[src/hdl/one_shot_tick_timer_bank_top_macros.svh]
// assertion macros for the one-shot tick timer bank
// expects clk and arst_n in the scope where a macro is used
`ifndef ONE_SHOT_TICK_TIMER_BANK_TOP_MACROS_SVH
`define ONE_SHOT_TICK_TIMER_BANK_TOP_MACROS_SVH

// same-cycle implication, disabled while in reset
`define OSTB_ASSERT_NOW(lbl, ante, cons, msg) \
	lbl: assert property (@(posedge clk) disable iff (!arst_n) (ante) |-> (cons)) \
		else $error(msg);

// next-cycle implication, disabled while in reset
`define OSTB_ASSERT_NEXT(lbl, ante, cons, msg) \
	lbl: assert property (@(posedge clk) disable iff (!arst_n) (ante) |=> (cons)) \
		else $error(msg);

`endif

[src/hdl/ostb_pkg.sv]
// shared types and constants of the one-shot tick timer bank
// no dependencies
`timescale 1ns / 1ps

package ostb_pkg;

	localparam int NUM_SLOTS_DEF = 8;
	localparam int TIMER_W = 32;
	localparam int TAG_W = 32;
	localparam int LED_W = 8;
	localparam int SLOT_OUT_W = 3;
	localparam logic [LED_W-1:0] LED_PERIOD_RST = 8'd25;

	localparam logic FUNC_REGISTER = 1'b0;
	localparam logic FUNC_TICK = 1'b1;

	typedef enum logic [1:0] {
		KIND_ACCEPTED = 2'd0,
		KIND_REJECTED = 2'd1,
		KIND_FIRED    = 2'd2,
		KIND_DONE     = 2'd3
	} kind_t;

	typedef struct packed {
		logic             func;
		logic [TIMER_W-1:0] delay_ticks;
		logic [TAG_W-1:0]   owner_tag;
	} cmd_t;

	typedef struct packed {
		kind_t                 kind;
		logic [SLOT_OUT_W-1:0] slot;
		logic [TAG_W-1:0]      fired_tag;
		logic                  led_lit;
		logic                  last;
	} res_t;

	// one timer entry as held in the slot ram
	typedef struct packed {
		logic [TIMER_W-1:0] remaining;
		logic [TAG_W-1:0]   owner;
	} entry_t;

endpackage

[src/hdl/one_shot_tick_timer_bank_top.sv]
// a register transaction answers in the cycle after it is taken, busy stays low
// a tick holds busy through the walk, one ram read per slot, and the done state
// fired results come out at most one per cycle during the walk, done comes last
// one register per cycle while idle; a new tick waits for the walk and done state to end
// reset: arst_n clears busy flags, tick counter, led and strobe; led_period returns to 25
// the slot ram is not cleared, entries are only used for busy slots; receiver cannot stall
`timescale 1ns / 1ps

module one_shot_tick_timer_bank_top import ostb_pkg::*; #(
	parameter int NUM_SLOTS = NUM_SLOTS_DEF
) (
	input  logic             clk,
	input  logic             arst_n,
	input  logic             start,
	output logic             busy,
	input  cmd_t             cmd,
	output logic             strobe,
	output res_t             result,
	input  logic             cfg_wr_en,
	input  logic [LED_W-1:0] cfg_wr_data
);

	`include "one_shot_tick_timer_bank_top_macros.svh"

	localparam int SLOT_W = (NUM_SLOTS > 1) ? $clog2(NUM_SLOTS) : 1;
	localparam int IDX_W = SLOT_W + 1;
	localparam logic [IDX_W-1:0] NUM_IDX = IDX_W'(NUM_SLOTS);
	localparam logic [IDX_W-1:0] LAST_IDX = IDX_W'(NUM_SLOTS - 1);

	typedef enum logic [2:0] {
		ST_IDLE = 3'b001,
		ST_SCAN = 3'b010,
		ST_DONE = 3'b100
	} state_t;

	state_t state_q;

	// scan control: next slot to read, and the slot whose data arrives this cycle
	logic [IDX_W-1:0]  scan_idx_q;
	logic              rd_valid_s1;
	logic [SLOT_W-1:0] rd_slot_s1;

	logic [NUM_SLOTS-1:0] slot_busy_q;
	logic [LED_W-1:0]     tick_q;
	logic                 led_q;
	logic [LED_W-1:0]     period_q;
	logic                 strobe_q;
	res_t                 result_q;
	res_t                 res_d;

	// allocator
	logic              alloc_found;
	logic [SLOT_W-1:0] alloc_slot;

	// ram ports
	logic              ram_we;
	logic [SLOT_W-1:0] ram_waddr;
	entry_t            ram_wdata;
	logic              ram_re;
	logic [SLOT_W-1:0] ram_raddr;
	logic [$bits(entry_t)-1:0] ram_rdata_raw;
	entry_t            ram_rdata;

	// decoded transaction and scan events
	logic             accept;
	logic             reg_acc;
	logic             tick_acc;
	logic             scan_more;
	logic             proc_s1;
	logic             dec_s1;
	logic             fire_s1;
	logic             scan_end;
	logic [LED_W-1:0] tick_next;
	logic             hb_wrap;

	ostb_alloc #(
		.NUM_SLOTS(NUM_SLOTS)
	) u_alloc (
		.slot_busy(slot_busy_q),
		.found    (alloc_found),
		.slot     (alloc_slot)
	);

	ostb_ram #(
		.WIDTH($bits(entry_t)),
		.DEPTH(NUM_SLOTS)
	) u_slot_ram (
		.clk  (clk),
		.we   (ram_we),
		.waddr(ram_waddr),
		.wdata(ram_wdata),
		.re   (ram_re),
		.raddr(ram_raddr),
		.rdata(ram_rdata_raw)
	);

	assign ram_rdata = entry_t'(ram_rdata_raw);

	assign accept = start && (state_q == ST_IDLE);
	assign reg_acc = accept && (cmd.func == FUNC_REGISTER);
	assign tick_acc = accept && (cmd.func == FUNC_TICK);
	assign scan_more = (state_q == ST_SCAN) && (scan_idx_q < NUM_IDX);

	// only busy slots are touched, a free slot's ram word is ignored
	assign proc_s1 = rd_valid_s1 && slot_busy_q[rd_slot_s1];
	assign dec_s1 = proc_s1 && (ram_rdata.remaining != '0);
	assign fire_s1 = proc_s1 && (ram_rdata.remaining == '0);
	assign scan_end = rd_valid_s1 && (rd_slot_s1 == LAST_IDX[SLOT_W-1:0]);

	// heartbeat: wraps at or above the period, 8-bit counter
	assign tick_next = tick_q + LED_W'(1);
	assign hb_wrap = (tick_next >= period_q);

	// ram access steering
	// the walk reads slot k while writing back slot k-1, so the same entry is
	// never read and written in one cycle; registration never overlaps a walk
	always_comb begin
		ram_we = 1'b0;
		ram_waddr = alloc_slot;
		ram_wdata.remaining = cmd.delay_ticks;
		ram_wdata.owner = cmd.owner_tag;
		ram_re = 1'b0;
		ram_raddr = '0;
		if (reg_acc && alloc_found) begin
			ram_we = 1'b1;
		end
		if (dec_s1) begin
			ram_we = 1'b1;
			ram_waddr = rd_slot_s1;
			ram_wdata.remaining = ram_rdata.remaining - TIMER_W'(1);
			ram_wdata.owner = ram_rdata.owner;
		end
		if (tick_acc) begin
			ram_re = 1'b1;
		end else if (scan_more) begin
			ram_re = 1'b1;
			ram_raddr = scan_idx_q[SLOT_W-1:0];
		end
	end

	// result payload for this cycle's transaction
	always_comb begin
		res_d.kind = KIND_DONE;
		res_d.slot = '0;
		res_d.fired_tag = '0;
		res_d.led_lit = led_q;
		res_d.last = 1'b1;
		if (reg_acc) begin
			res_d.kind = alloc_found ? KIND_ACCEPTED : KIND_REJECTED;
			res_d.slot = alloc_found ? SLOT_OUT_W'(alloc_slot) : '0;
		end else if (fire_s1) begin
			res_d.kind = KIND_FIRED;
			res_d.slot = SLOT_OUT_W'(rd_slot_s1);
			res_d.fired_tag = ram_rdata.owner;
			res_d.last = 1'b0;
		end
	end

	// control state
	always_ff @(posedge clk or negedge arst_n) begin
		if (!arst_n) begin
			state_q <= ST_IDLE;
			scan_idx_q <= '0;
			rd_valid_s1 <= 1'b0;
			rd_slot_s1 <= '0;
			slot_busy_q <= '0;
			tick_q <= '0;
			led_q <= 1'b0;
			period_q <= LED_PERIOD_RST;
			strobe_q <= 1'b0;
		end else begin
			strobe_q <= 1'b0;
			if (cfg_wr_en) begin
				period_q <= cfg_wr_data;
			end
			case (state_q)
				ST_IDLE: begin
					rd_valid_s1 <= 1'b0;
					if (reg_acc) begin
						strobe_q <= 1'b1;
						if (alloc_found) begin
							slot_busy_q[alloc_slot] <= 1'b1;
						end
					end else if (tick_acc) begin
						// heartbeat first so every result of this tick sees the new led
						if (hb_wrap) begin
							tick_q <= '0;
							led_q <= ~led_q;
						end else begin
							tick_q <= tick_next;
						end
						rd_valid_s1 <= 1'b1;
						rd_slot_s1 <= '0;
						scan_idx_q <= IDX_W'(1);
						state_q <= ST_SCAN;
					end
				end
				ST_SCAN: begin
					rd_valid_s1 <= scan_more;
					rd_slot_s1 <= scan_idx_q[SLOT_W-1:0];
					if (scan_more) begin
						scan_idx_q <= scan_idx_q + IDX_W'(1);
					end
					if (fire_s1) begin
						slot_busy_q[rd_slot_s1] <= 1'b0;
						strobe_q <= 1'b1;
					end
					if (scan_end) begin
						state_q <= ST_DONE;
					end
				end
				ST_DONE: begin
					rd_valid_s1 <= 1'b0;
					strobe_q <= 1'b1;
					state_q <= ST_IDLE;
				end
				default: begin
					rd_valid_s1 <= 1'b0;
					state_q <= ST_IDLE;
				end
			endcase
		end
	end

	// result register, payload only
	always_ff @(posedge clk) begin
		result_q <= res_d;
	end

	assign busy = (state_q != ST_IDLE);
	assign strobe = strobe_q;
	assign result = result_q;

	// every register transaction is answered in the next cycle
	`OSTB_ASSERT_NEXT(a_reg_answer, reg_acc, strobe && result.last && (result.kind == KIND_ACCEPTED || result.kind == KIND_REJECTED), "register transaction not answered")
	// a fire result only comes out while the walk is still running
	`OSTB_ASSERT_NOW(a_fire_in_walk, strobe && (result.kind == KIND_FIRED), busy && !result.last, "fire result outside of a tick walk")
	// ram data is consumed only during a walk
	`OSTB_ASSERT_NOW(a_rd_in_scan, rd_valid_s1, state_q == ST_SCAN, "slot ram data outside of the walk")
	// a tick always closes with a done result that ends the transaction
	`OSTB_ASSERT_NEXT(a_done_last, state_q == ST_DONE, strobe && result.last && (result.kind == KIND_DONE) && !busy, "tick not closed by done")

endmodule

[src/hdl/ostb_ram.sv]
// generic single-port-write, single-port-read ram with registered read
// no dependencies
`timescale 1ns / 1ps

module ostb_ram #(
	parameter int WIDTH = 64,
	parameter int DEPTH = 8,
	localparam int AW = (DEPTH > 1) ? $clog2(DEPTH) : 1
) (
	input  logic             clk,
	input  logic             we,
	input  logic [AW-1:0]    waddr,
	input  logic [WIDTH-1:0] wdata,
	input  logic             re,
	input  logic [AW-1:0]    raddr,
	output logic [WIDTH-1:0] rdata
);

	logic [WIDTH-1:0] mem [DEPTH];

	always_ff @(posedge clk) begin
		if (we) begin
			mem[waddr] <= wdata;
		end
		if (re) begin
			rdata <= mem[raddr];
		end
	end

endmodule

[src/hdl/ostb_alloc.sv]
// lowest free slot finder over the busy flags
// no dependencies
`timescale 1ns / 1ps

module ostb_alloc #(
	parameter int NUM_SLOTS = 8,
	localparam int SLOT_W = (NUM_SLOTS > 1) ? $clog2(NUM_SLOTS) : 1
) (
	input  logic [NUM_SLOTS-1:0] slot_busy,
	output logic                 found,
	output logic [SLOT_W-1:0]    slot
);

	// walk down so the lowest free slot wins
	always_comb begin
		found = 1'b0;
		slot = '0;
		for (int i = NUM_SLOTS - 1; i >= 0; i--) begin
			if (!slot_busy[i]) begin
				found = 1'b1;
				slot = SLOT_W'(i);
			end
		end
	end

endmodule
[config.mk]
export PLATFORM = sky130hd
export DESIGN_NAME = one_shot_tick_timer_bank_top
export DESIGN_NICKNAME = d
export VERILOG_FILES = /design/src/hdl/ostb_pkg.sv /design/src/hdl/one_shot_tick_timer_bank_top.sv /design/src/hdl/ostb_ram.sv /design/src/hdl/ostb_alloc.sv
export VERILOG_INCLUDE_DIRS = /design/src /design/src/hdl
export SDC_FILE = /design/constraint.sdc
export NUM_CORES = 1
export LEC_CHECK = 0
export CAP_MARGIN = 25
export CORE_ASPECT_RATIO = 2
export CORE_MARGIN = 2
export CORE_UTILIZATION = 35
export DETAILED_ROUTE_END_ITERATION = 10
export DONT_BUFFER_PORTS = 1
export SYNTH_ARGS = -nofsm -noshare
export SYNTH_HDL_FRONTEND = slang
export SYNTH_SLANG_ARGS = --single-unit
[constraint.sdc]
create_clock -name clk -period 27.7 [get_ports clk]
set_input_delay 5.54 -clock clk [delete_from_list [all_inputs] [get_ports clk]]
set_output_delay 5.54 -clock clk [all_outputs]
set_load 0.03 [all_outputs]
==> results_tabular.tex <==
\begin{tabular}{lr}
\hline
Metric & Value \\
\hline
\multicolumn{2}{l}{\textbf{Clock tree}} \\
Worst-skew pair later-pin latency & 0.60 ns \\
Number of setup buffers added after CTS & 0 \\
Number of CTS-inserted buffers & 53 \\
CTS tree & yes \\
Hold\_buf cts & 0 \\
Maximum level of the CTS H-tree & 2 \\
Resized Gates After CTS & 0 \\
Buffer levels on the longest clock path & 3 \\
Root buf cell & clkbuf\_16 \\
Clock-pin transition on the worst setup and hold timing paths & 0.07 ns \\
Sinks on the clock net & 652 \\
\multicolumn{2}{l}{\textbf{Power}} \\
Leakage power & 9.46 nW \\
PwrDens & 74.2 mW/mm\^{}2 \\
Final Power & 0.00211 W \\
VDD IR-drop max & 0.0402 mV \\
\multicolumn{2}{l}{\textbf{Place}} \\
Instance area at placement & 0.0268 mm\^{}2 \\
DPL Wire Length & 31400 um \\
Pre-CTS setup slack & 18.59 ns \\
IO buf count & 0 \\
Routability congestion estimate from global placement & 0.759 \\
\multicolumn{2}{l}{\textbf{Floorplanning}} \\
Starting density of the core & 35.2\% \\
Number of placed I/O pins & 118 \\
Row count & 140 \\
Die Width & 195 um \\
Die footprint & 0.0752 mm\^{}2 \\
Height of the die & 386 um \\
Placeable core region & 0.0725 mm\^{}2 \\
\multicolumn{2}{l}{\textbf{Worst setup path}} \\
Critical path class & input pin to register \\
Crit start category & input pin \\
Endpoint class of the critical path & register \\
Cell depth of the worst flop-to-flop path & 10 \\
Origin of the critical flop-to-flop path & u\_slot\_ram.rdata[35] \\
Required time reported for the critical path endpoint & 27.91 ns \\
FF-to-FF End & u\_slot\_ram.mem[0][46] \\
Slowest library cell on the worst path & buf\_4 \\
Largest stage delay, worst path & 0.76 ns \\
Critical path arrival & 8.70 ns \\
Worst setup slack for register-to-register paths & 22.78 ns \\
CP cell instances & nor3b\_4 > inv\_1 > nor2\_1 > o2111ai\_1 > nand3b\_1 > o21ai\_4 > buf\_4 \\
Largest fanout on the critical path & 47 \\
\multicolumn{2}{l}{\textbf{Synthesis}} \\
Share of the synthesized area in compound gates (AO/OA/AOI/OAI) & 2.41\% \\
Mapped cell area & 0.0255 mm\^{}2 \\
Sequential-to-total area share from yosys stat & 74.5\% \\
Top-count cell post-synth & edfxtp\_1 \\
Post-synth top flop & edfxtp\_1 \\
Synth Area in Simple Gates & 5.78\% \\
Post-Synth Adder-Cell Area & 0.539\% \\
Flops \& latches, synth & 652 \\
Dominant combinational cell family by area after synthesis & multiplexers \\
Mean post-synth cell area & 18.5 um\^{}2 \\
Post-synthesis instance total & 1382 \\
Count of distinct cell types in the synthesized netlist & 60 \\
Biggest area contributors in the synthesized netlist & edfxtp\_1 68\%, mux4\_2 11\%, dfrtp\_1 3.2\%, dfxtp\_1 3.1\%, mux2\_2 2.9\% \\
Top cell type by total area after synthesis & edfxtp\_1 \\
Synth Warn \# & 0 \\
Area share of xor/xnor cells in the synthesized design & 1.17\% \\
Area share of the largest cell type after synthesis & 67.8\% \\
Leading cell types by count after synthesis & 576 x edfxtp\_1, 177 x nand2\_1, 128 x mux4\_2 \\
Share of synthesized area spent on multiplexers & 14.3\% \\
Asr flop ratio synth & 5.67\% \\
Number of enable flip-flop cells after synthesis & 576 \\
Syn Nets & 1470 \\
\multicolumn{2}{l}{\textbf{STA}} \\
Clock tree skew after final layout & 0.0241 ns \\
Max-slew violations & 0 \\
Setup TNS & 0 ns \\
Setup violations, final & 0 \\
Achievable Freq & 118 MHz \\
Number of hold-slack violations in the final timing report & 0 \\
Time the final worst path needs with I/O delays and setup & 8.50 ns \\
PnR worst setup slack & 19.20 ns \\
Final Cycle Share & 30.7\% \\
Setup repair after global routing missed its margin & false \\
Worst Max-Slew Pin Slew & 0.983 ns \\
Headroom to the max-slew limit & 34.4\% \\
\multicolumn{2}{l}{\textbf{Min path}} \\
Worst hold path cell count & 0 \\
Type of the worst min-delay path & register to register \\
Endpoint, Worst Hold & result[1] \\
Start point of the worst min-delay path & led\_q \\
\multicolumn{2}{l}{\textbf{Layout}} \\
Share of cells above drive strength 1 & 23.2\% \\
Design area & 0.0285 mm\^{}2 \\
Fillers & 6590 \\
NumNets Final & 1492 \\
Layout Area Growth over Synthesis & 11.6\% \\
ANT cells & 0 \\
Share of the core filled with cells & 39.3\% \\
\multicolumn{2}{l}{\textbf{Detailed routing}} \\
Iteration-0 DRC count of the detailed router & 971 \\
Final WL & 54000 um \\
Detailed-router iteration count before antenna repair & 5 \\
Post-route ant nets & 0 \\
Average vias per placed instance & 5.18 \\
Routed wire per std cell & 22.8 um \\
Vias & 12280 \\
DRC violations left & 0 \\
\multicolumn{2}{l}{\textbf{Global routing}} \\
Total track usage & 14.4\% \\
Number of global-route vias before repair & 13102 \\
Wire length of the first global-routing pass & 81400 um \\
Pin count of the biggest net entering global routing & 66 \\
Total grt overflow & 0 \\
Antenna violations before repair & 3 \\
\multicolumn{2}{l}{\textbf{Job}} \\
Number of max-cap violations & 0 \\
\multicolumn{2}{l}{\textbf{Outcome}} \\
Status & finished, final reports clean \\
\hline
\end{tabular}
## worst max-delay path: cells and delay by family
family | cells | cell delay [ns]
AND/OR/NAND/NOR | 3 | 1.13
AO/OA/AOI/OAI | 2 | 0.95
buffers and inverters | 2 | 0.97
## final cells by class
cell class,count,area (um^2),area share [%]
Multi-Input combinational cell,654,6300,22.1
Clock buffer,65,1400,4.92
Inverter,15,56.3,0.198
Clock inverter,34,235,0.826
Tap cell,923,1150,4.06
Timing Repair Buffer,28,318,1.12
Sequential cell,652,19000,66.7
## kinds of logic after synthesis
kind of cell,count (synthesis)
AO/OA/AOI/OAI,104
XOR/XNOR,34
adder cells (fa/ha/maj),11
buffers and inverters,76
flip-flops,652
multiplexers,197
AND/OR/NAND/NOR,308
## layout by cell type (no fill, tap or decap), drive strengths merged, types with 2 or more instances in the layout
cell type    n
nand2      177
xor2         9
nand3b       4
ha          11
dfxtp       39
o2bb2ai      2
o21a         2
dfrtp       33
nor3b        4
a31oi        4
clkinvlp    11
nor2b        5
nand2b       5
a41oi        3
a21o         6
edfxtp     576
o41ai        4
nor3        11
inv         19
clkbuf      65
or4          4
and3         5
xnor2       25
mux2        66
mux2i        3
buf         28
nor4         8
nand3       12
clkinv      18
o21ai       53
nand4        4
nor4b        4
and2        32
or3          2
nor2        28
mux4       128
dfstp        4
a21oi       20
## through the flow
step,std cells,hold WS [ns]
6_report,2371,0.396
5_1_grt,2371,0.432
4_1_cts,2369,0.401
3_5_place_dp,2270,0.383
3_3_place_gp,2266,0.383
2_1_floorplan,1382,0.366
## how the worst max path moves through the flow
stage                       endpoint    start  slack [ns]
2_1_floorplan   u_slot_ram.mem[6][0]    start       13.95
3_3_place_gp   u_slot_ram.mem[2][28]  cmd[64]       18.64
4_1_cts        u_slot_ram.mem[2][28]  cmd[64]       19.20
6_report       u_slot_ram.mem[2][28]  cmd[64]       19.20
3_5_place_dp   u_slot_ram.mem[2][28]  cmd[64]       18.59
5_1_grt        u_slot_ram.mem[2][28]  cmd[64]       18.97
## power by group
group          total (W)  internal [W]  leakage [nW]  switching, W
logic           0.000193     0.0000667          2.70      0.000126
registers        0.00120       0.00117          5.99     0.0000311
clock network   0.000722      0.000373         0.780      0.000349
total            0.00211       0.00161          9.46      0.000506
## per-layer routing
layer	vias to the layer above	wire length, um	GRT usage (%)
li1	5453	-	-
met1	6448	21500	17.0
met2	301	28500	26.5
met3	72	2480	2.42
met4	6	1410	4.59
met5	-	33	0
## state kept, by name (all words and copies together) (netlist names)
name              count
rd_valid_s1           1
rd_slot_s1            3
result               39
u_slot_ram.mem      512
u_slot_ram.rdata     64
state_q               3
scan_idx_q            4
tick_q                8
strobe                1
led_q                 1
slot_busy_q           8
period_q              8
Note: power is estimated with default switching activity, not from simulation.
